--- config.mk ---
export PLATFORM = sky130hd
export DESIGN_NAME = chi_ctrl
export DESIGN_NICKNAME = d
export VERILOG_FILES = /design/src/rtl/chi_pkg.sv /design/src/rtl/chi_ctrl.sv
export SDC_FILE = /design/constraint.sdc
export NUM_CORES = 1
export LEC_CHECK = 0
export BUFFER_PORTS_ARGS = -buffer_cell sky130_fd_sc_hd__buf_2
export CAP_MARGIN = 20
export CORE_MARGIN = 4
export CORE_UTILIZATION = 53
export CTS_CLUSTER_DIAMETER = 50
export DETAILED_ROUTE_END_ITERATION = 10
export GPL_TIMING_DRIVEN = 0
export MAX_ROUTING_LAYER = met4
export PLACE_DENSITY = 0.83
export SYNTH_ARGS = -nofsm -noshare
export SYNTH_HDL_FRONTEND = slang
export SYNTH_SLANG_ARGS = --single-unit
--- constraint.sdc ---
create_clock -name clk_i -period 3.5 [get_ports clk_i]
set_input_delay 0.7 -clock clk_i [delete_from_list [all_inputs] [get_ports clk_i]]
set_output_delay 0.7 -clock clk_i [all_outputs]
set_load 0.03 [all_outputs]
--- src/rtl/chi_pkg.sv ---
`timescale 1ns / 1ps
package chi_pkg;

  localparam int KeyBits    = 16;
  localparam int TableSlots = 10;
  localparam int SlotBits   = 4;
  localparam int SqBits     = 2 * KeyBits;
  // Enough decimal digits for a squared key.
  localparam int SqDigits   = 10;
  localparam logic [SlotBits-1:0] NoLink = 4'd15;
  // Reciprocal of ten scaled by 2^(SqBits+3), exact for every SqBits-bit value.
  localparam logic [SqBits-1:0] RecipTen = 32'hCCCC_CCCD;

  typedef enum logic [1:0] {
    HASH_DIV  = 2'd0,
    HASH_MID  = 2'd1,
    HASH_FOLD = 2'd2,
    HASH_MUL  = 2'd3
  } hash_mode_e;

  typedef enum logic [2:0] {
    ST_HOME      = 3'd0,
    ST_CHAINED   = 3'd1,
    ST_DISPLACED = 3'd2,
    ST_OVERFLOW  = 3'd3,
    ST_BAD_KEY   = 3'd4,
    ST_READ_DONE = 3'd5
  } status_e;

  typedef enum logic [0:0] {
    CMD_INSERT = 1'b0,
    CMD_READ   = 1'b1
  } command_e;

  typedef struct packed {
    logic [0:0]  command;
    logic [15:0] key;
    logic [3:0]  slot_select;
  } in_item_t;

  typedef struct packed {
    logic [2:0]  status;
    logic [3:0]  slot;
    logic [15:0] slot_key;
    logic [3:0]  slot_link;
    logic [0:0]  slot_used;
  } out_item_t;

  // Controller states.
  typedef enum logic [3:0] {
    S_IDLE,
    S_HASH_NEW,
    S_HASH_NEW_WAIT,
    S_PROBE,
    S_HASH_OLD,
    S_HASH_OLD_WAIT,
    S_DECIDE,
    S_WALK_TAIL,
    S_WALK_PRED,
    S_WRITE,
    S_OUT
  } state_e;

  // Controller to datapath.
  typedef struct packed {
    logic load;
    logic hash_start;
    logic hash_sel_old;
    logic latch_home;
    logic latch_ohome;
    logic probe_step;
    logic walk_init_tail;
    logic walk_init_pred;
    logic walk_step;
    logic do_home;
    logic do_chain;
    logic do_displace;
    logic finish_bad;
    logic finish_overflow;
    logic finish_read;
  } ctrl_t;

  // Datapath to controller.
  typedef struct packed {
    logic is_read;
    logic key_zero;
    logic hash_done;
    logic home_used;
    logic probe_done;
    logic probe_found;
    logic same_home;
    logic walk_done;
  } stat_t;

endpackage

--- src/rtl/chi_ctrl.sv ---
`timescale 1ns / 1ps
// Sequencing of one command at a time.
module chi_ctrl (
  input  logic           clk_i,
  input  logic           rst_ni,
  input  logic           in_valid_i,
  output logic           in_stall_o,
  output logic           out_valid_o,
  input  logic           out_stall_i,
  input  chi_pkg::stat_t stat_i,
  output chi_pkg::ctrl_t ctrl_o
);
  import chi_pkg::*;

  state_e      st_q, st_d;
  logic        chain_q, chain_d;
  logic [3:0]  steps_q, steps_d;

  always_ff @(posedge clk_i or negedge rst_ni) begin
    if (!rst_ni) begin
      st_q    <= S_IDLE;
      chain_q <= 1'b0;
      steps_q <= '0;
    end else begin
      st_q    <= st_d;
      chain_q <= chain_d;
      steps_q <= steps_d;
    end
  end

  always_comb begin
    st_d     = st_q;
    chain_d  = chain_q;
    steps_d  = steps_q;
    ctrl_o   = '0;
    in_stall_o  = (st_q != S_IDLE);
    out_valid_o = (st_q == S_OUT);
    case (st_q)
      S_IDLE: if (in_valid_i) begin
        ctrl_o.load = 1'b1;
        st_d = S_HASH_NEW;
      end
      S_HASH_NEW: begin
        if (stat_i.is_read) begin
          ctrl_o.finish_read = 1'b1;
          st_d = S_OUT;
        end else if (stat_i.key_zero) begin
          ctrl_o.finish_bad = 1'b1;
          st_d = S_OUT;
        end else begin
          ctrl_o.hash_start = 1'b1;
          st_d = S_HASH_NEW_WAIT;
        end
      end
      S_HASH_NEW_WAIT: if (stat_i.hash_done) begin
        ctrl_o.latch_home = 1'b1;
        st_d = S_PROBE;
      end
      S_PROBE: begin
        if (!stat_i.home_used) begin
          ctrl_o.do_home = 1'b1;
          st_d = S_OUT;
        end else if (stat_i.probe_done) begin
          st_d = S_HASH_OLD;
        end else begin
          ctrl_o.probe_step = 1'b1;
        end
      end
      S_HASH_OLD: begin
        if (!stat_i.probe_found) begin
          ctrl_o.finish_overflow = 1'b1;
          st_d = S_OUT;
        end else begin
          ctrl_o.hash_start   = 1'b1;
          ctrl_o.hash_sel_old = 1'b1;
          st_d = S_HASH_OLD_WAIT;
        end
      end
      S_HASH_OLD_WAIT: begin
        ctrl_o.hash_sel_old = 1'b1;
        if (stat_i.hash_done) begin
          ctrl_o.latch_ohome = 1'b1;
          st_d = S_DECIDE;
        end
      end
      S_DECIDE: begin
        steps_d = '0;
        if (stat_i.same_home) begin
          ctrl_o.walk_init_tail = 1'b1;
          chain_d = 1'b1;
          st_d = S_WALK_TAIL;
        end else begin
          ctrl_o.walk_init_pred = 1'b1;
          chain_d = 1'b0;
          st_d = S_WALK_PRED;
        end
      end
      S_WALK_TAIL, S_WALK_PRED: begin
        if (stat_i.walk_done || steps_q == 4'(TableSlots)) begin
          st_d = S_WRITE;
        end else begin
          ctrl_o.walk_step = 1'b1;
          steps_d = steps_q + 4'd1;
        end
      end
      S_WRITE: begin
        if (chain_q) ctrl_o.do_chain = 1'b1;
        else ctrl_o.do_displace = 1'b1;
        st_d = S_OUT;
      end
      S_OUT: if (!out_stall_i) st_d = S_IDLE;
      default: st_d = S_IDLE;
    endcase
  end

  assert property (@(posedge clk_i) disable iff (!rst_ni)
    out_valid_o |-> in_stall_o) else $error("input taken while a result waits");
  assert property (@(posedge clk_i) disable iff (!rst_ni)
    (out_valid_o && out_stall_i) |=> out_valid_o) else $error("result dropped");
  assert property (@(posedge clk_i) disable iff (!rst_ni)
    $onehot0({ctrl_o.do_home, ctrl_o.do_chain, ctrl_o.do_displace}))
    else $error("two table writes at once");

endmodule

; ---- After elaboration in Yosys (flattened, before gate mapping)
; Cells that the tools add are included.
[totals]
ff_bits = 9
input_bits = 12
wordCells = 73
[classes]
add_sub_neg = 1
n_eq_ne = 18
muxes = 44
reduce_logical = 7
[ops]
columns = op, count
row1 = 2-to-1 mux 4 bit, 12
row2 = case mux 4 bit (10 select lines), 1
row3 = 2-to-1 mux 1 bit, 25
row4 = == test 4 x 3 -> 1 bit (second input constant), 4
row5 = == test 4 bit (second input constant), 4
row6 = != test 2 bit (second input constant), 6
row7 = == test 4 x 2 -> 1 bit (second input constant), 2
row8 = case mux 4 bit (2 select lines), 1
row9 = 2-to-1 mux 2 bit, 3
row10 = AND reduction 6 bit, 1
row11 = adder 4 x 1 -> 4 bit (second input constant), 1
row12 = == test 4 x 1 -> 1 bit (second input constant), 1
row13 = logical NOT 4 bit, 1
row14 = case mux 1 bit (2 select lines), 2
row15 = nonzero test 4 bit, 1
row16 = != test 3 bit (second input constant), 1
row17 = AND reduction 2 bit, 1
row18 = nonzero test 2 bit, 1
row19 = OR reduction 2 bit, 1
row20 = logical OR 1 bit, 1

; ---- Longest topological paths before layout
[depth]
word_depth = 4
ltp_mapped = 7

; ---- Worst setup path before layout
; No wires, ideal clock.
[synth_path]
path_type = register to output
from = reg st_q[1]
to = out ctrl_o[1] (netlist bit)
arrival_time_ns = 1.799
required_time_ns = 2.800
path_slack_ns = 1.001
path_stages_with_launch = 4
path_buffers = 2
cell_sequence = dfrtp_1 > clkbuf_1 > clkbuf_1 > nor4_1
[synth_rtl]
columns = item, line_no
row1 = start: declaration, chi_ctrl.sv:15  ; state_e st_q, st_d;
row2 = start signal: assignment, chi_ctrl.sv:25  ; st_q <= st_d;
row3 = end: declaration, chi_ctrl.sv:11  ; output chi_pkg::ctrl_t ctrl_o

==> impl_metrics.xml <==
<?xml version="1.0" encoding="UTF-8"?>
<metrics>
  <group name="detailed_routing">
    <metric name="drcViolationCount" unit="">0</metric>
    <metric name="route.vias.total" unit="">934</metric>
    <metric name="number_of_drc_markers_after_the_initial_detailed_route_iteration" unit="">18</metric>
    <metric name="postRouteWirelength" unit="mm">2.21</metric>
    <metric name="detail_route.first_pass.iterations" unit="">6</metric>
    <metric name="final_antenna_net_count" unit="">0</metric>
    <metric name="drt-vias-per-instance" unit="">6.03</metric>
    <metric name="wire_per_inst" unit="um">14.3</metric>
  </group>
  <group name="layout">
    <metric name="layout-drive-gt1-share" unit="%">30.2</metric>
    <metric name="fin_nets" unit="">154</metric>
    <metric name="fillCellCount" unit="">138</metric>
    <metric name="layout-area-overhead-vs-synth" unit="%">21.5</metric>
    <metric name="fin_area" unit="mm2">0.00105</metric>
    <metric name="diodes" unit="">0</metric>
  </group>
  <group name="floorplanning">
    <metric name="chipHeight" unit="um">48.4</metric>
    <metric name="design.die.area" unit="mm2">0.00234</metric>
    <metric name="core" unit="mm2">0.00152</metric>
    <metric name="start_util" unit="%">56.8</metric>
    <metric name="die_w" unit="um">48.4</metric>
    <metric name="top_level_ports" unit="">29</metric>
    <metric name="core.rowCount" unit="">14</metric>
  </group>
  <group name="outcome">
    <metric name="run_status" unit="">complete, no violations</metric>
  </group>
  <group name="sta">
    <metric name="tightest_slew" unit="ns">0.529</metric>
    <metric name="max-slew-margin-rel" unit="%">64.3</metric>
    <metric name="report.final.slew_viol_count" unit="">0</metric>
    <metric name="tns" unit="ns">0</metric>
    <metric name="setup_viol" unit="">0</metric>
    <metric name="timing.final.hold_violations" unit="">0</metric>
    <metric name="fin_skew" unit="ns">0.00171</metric>
    <metric name="fin_crit" unit="ns">2.82</metric>
    <metric name="rsz0062_at_grt" unit="">false</metric>
    <metric name="max_clock_freq" unit="MHz">355</metric>
    <metric name="layout_worst_path_cycle_share" unit="%">80.5</metric>
  </group>
  <group name="clock_network">
    <metric name="clock_insertion_delay_worst_skew" unit="ns">0.25</metric>
    <metric name="cts.sink_count" unit="">9</metric>
    <metric name="clock_tree.htree_level_count" unit="">1</metric>
    <metric name="buffer_depth_of_the_longest_clock_path" unit="">2</metric>
    <metric name="post-cts-setup-buffers" unit="">0</metric>
    <metric name="cts_made_buffers" unit="">3</metric>
    <metric name="clkSlewWorstSetupHoldPaths" unit="ns">0.06</metric>
    <metric name="cts_repair_resize_count" unit="">0</metric>
    <metric name="clock-root-buffer" unit="">clkbuf_4</metric>
    <metric name="postCtsHoldBufs" unit="">0</metric>
    <metric name="cts_tree" unit="">yes</metric>
  </group>
  <group name="power_and_ir_drop">
    <metric name="internal_power" unit="uW">444</metric>
    <metric name="netSwitchingPower" unit="uW">445</metric>
    <metric name="clock_power_share" unit="%">8.6</metric>
    <metric name="comb_power_share" unit="%">67.9</metric>
    <metric name="power" unit="uW">889</metric>
    <metric name="vdd_drop_max" unit="uV">441</metric>
    <metric name="p_leak" unit="nW">0.537</metric>
    <metric name="power_density" unit="mW/mm2">845</metric>
    <metric name="power.share.switching" unit="%">50.1</metric>
    <metric name="power.sequential.fraction" unit="%">23.5</metric>
  </group>
  <group name="setup_path">
    <metric name="critPathMostFrequentCell" unit="">clkbuf_1</metric>
    <metric name="critPathCaptureType" unit="">output pin</metric>
    <metric name="cp.required" unit="ns">2.80</metric>
    <metric name="slowest_stage" unit="">dfrtp_1</metric>
    <metric name="timing.setup.critical_path_class" unit="">flip-flop to output pin</metric>
    <metric name="worst_setup_path_start_kind" unit="">flip-flop</metric>
    <metric name="critPathBufInv" unit="">4</metric>
    <metric name="critical_path.max_fanout" unit="">10</metric>
    <metric name="path_cells" unit="">clkbuf_1, clkbuf_1, inv_1, nand2_1, nor3_1, a32o_1, buf_2</metric>
    <metric name="critical_path_max_stage_delay" unit="ns">0.45</metric>
    <metric name="critical_path.top_delay_family" unit="">buffers and inverters</metric>
    <metric name="critical_path_at" unit="ns">2.12</metric>
  </group>
  <group name="logic_synthesis">
    <metric name="synth_cells" unit="">107</metric>
    <metric name="synth_top_cells_by_area" unit="">dfrtp_1 (26%), o21ai_0 (4.6%), nor2_1 (3.9%)</metric>
    <metric name="post-synth-top-area-cell" unit="">dfrtp_1</metric>
    <metric name="synth-async-reset-ratio" unit="%">100</metric>
    <metric name="yosysWarningCount" unit="">0</metric>
    <metric name="synth.ff_latch_count" unit="">9</metric>
    <metric name="mapped_area" unit="um2">866</metric>
    <metric name="synth_top_cells_by_count" unit="">dfrtp_1 (9), nor2_1 (9), o21ai_0 (8)</metric>
    <metric name="ys_dominant_reg_cell" unit="">dfrtp_1</metric>
    <metric name="yosysUniqueCellTypes" unit="">38</metric>
    <metric name="seq_area_frac_synth" unit="%">26.0</metric>
    <metric name="synth_top_area_share" unit="%">26.0</metric>
    <metric name="syn_nets" unit="">121</metric>
    <metric name="synth_edf_count" unit="">0</metric>
    <metric name="synth.avg_cell_area" unit="um2">8.09</metric>
  </group>
  <group name="global_routing">
    <metric name="number_of_antenna_violations_at_the_first_check_in_global_routing" unit="">0</metric>
    <metric name="grt_first_pass_wirelength" unit="mm">3.97</metric>
    <metric name="grt_max_degree" unit="">11</metric>
    <metric name="grt_pass1_vias" unit="">927</metric>
    <metric name="grtUsageTotal" unit="%">21.0</metric>
    <metric name="overflow" unit="">0</metric>
  </group>
  <group name="placement">
    <metric name="gp_routability_congestion" unit="">0.932</metric>
    <metric name="dpl.hpwl" unit="mm">1.78</metric>
    <metric name="placed_cell_area" unit="mm2">0.00103</metric>
    <metric name="placement.io_buffers" unit="">28</metric>
  </group>
  <group name="flow_run">
    <metric name="max_cap_violations" unit="">0</metric>
  </group>
  <group name="hold_path">
    <metric name="hold_path_class" unit="">input port to asynchronous set/reset pin</metric>
  </group>
</metrics>
final cells by class:
| cell class | count | area [um2] | area share, % |
|---|---|---|---|
| Multi-Input combinational cell | 84 | 577 | 54.8 |
| Sequential cell | 9 | 225 | 21.4 |
| Timing Repair Buffer | 28 | 140 | 13.3 |
| Buffer | 7 | 35.0 | 3.33 |
| Inverter | 7 | 28.8 | 2.73 |
| Clock buffer | 4 | 26.3 | 2.50 |
| Tap cell | 16 | 20.0 | 1.90 |
cells in the final DEF (no fill, tap or decap), drive strengths merged:
cell type,netlist,final
nand2,6,6
a21o,2,2
o21ai,8,8
nand2b,1,1
a32o,1,1
nor4,2,2
or4b,1,1
ha,2,2
o22ai,2,2
mux2,2,2
or4bb,1,1
a211o,1,1
or2b,1,1
and3,5,5
dfrtp,9,9
or4,1,1
o221ai,1,1
nor4b,2,2
and4b,1,1
or3b,1,1
buf,2,30
clkbuf,5,9
nand3b,2,2
or3,1,1
a21oi,4,4
o31ai,2,2
o41ai,1,1
inv,7,7
nand3,6,6
a211oi,2,2
o21a,3,3
and4bb,1,1
nor2,9,9
and3b,3,3
nor3,4,4
nor2b,5,5
through the flow:
| stage | utilization (%) | hold slack [ns] | setup slack, ns | std cells |
|---|---|---|---|---|
| after global routing | 69.0 | 0.285 | 0.506 | 155 |
| after CTS | 69.0 | 0.281 | 0.695 | 155 |
| after detailed placement | 67.3 | 0.501 | 0.977 | 151 |
| after global placement | 67.3 | 0.494 | 1.02 | 151 |
| after floorplan | - | 0.404 | 1.00 | 107 |
| final | 69.0 | 0.286 | 0.684 | 155 |
registers in the layout (all words and copies together), names as in the netlist:
| signal | cells |
|---|---|
| st_q | 4 |
| steps_q | 4 |
| chain_q | 1 |
final timing paths:
path | from | end | slack, ns | cells after the start
setup / recovery | st_q[1] | ctrl_o[13] | 0.68 | 7
max in group asynchronous | rst_ni | st_q[3] | 3.04 | 1
hold reg to reg | chain_q | chain_q | 0.52 | 1
hold / removal | rst_ni | steps_q[1] | 0.29 | 1
setup reg to reg | steps_q[0] | st_q[2] | 1.40 | 7
min in group clk_i | chain_q | chain_q | 0.52 | 1
power groups by stage:
stage | sequential [mW] | combinational (mW) | clock, mW
floorplan | 0.195 | 0.475 | 0
global placement | 0.207 | 0.587 | 0
detailed placement | 0.210 | 0.602 | 0
CTS | 0.208 | 0.604 | 0.0804
global route | 0.216 | 0.669 | 0.0887
finish | 0.209 | 0.603 | 0.0766
kinds of logic (layout without fill, tap and decap cells):
group	after synthesis	in the layout	synth area share (%)
compound gates	27	27	22.4
fa+ha+maj	2	2	2.89
buf+inv	14	46	7.37
flops	9	9	26.0
mux	2	2	3.47
simple gates	53	53	37.9
layer usage:
layer | part of all wire (%) | up-vias | wire length, um | GRT usage [%]
met2 | 51 | 34 | 1120 | 35.4
li1 | - | 460 | - | -
met1 | 42 | 434 | 919 | 23.4
met4 | 2.6 | 0 | 58 | 11.1
met3 | 5.1 | 6 | 113 | 3.37
met5 | 0 | - | 0 | -
Note: power is estimated with default switching activity, not from simulation.
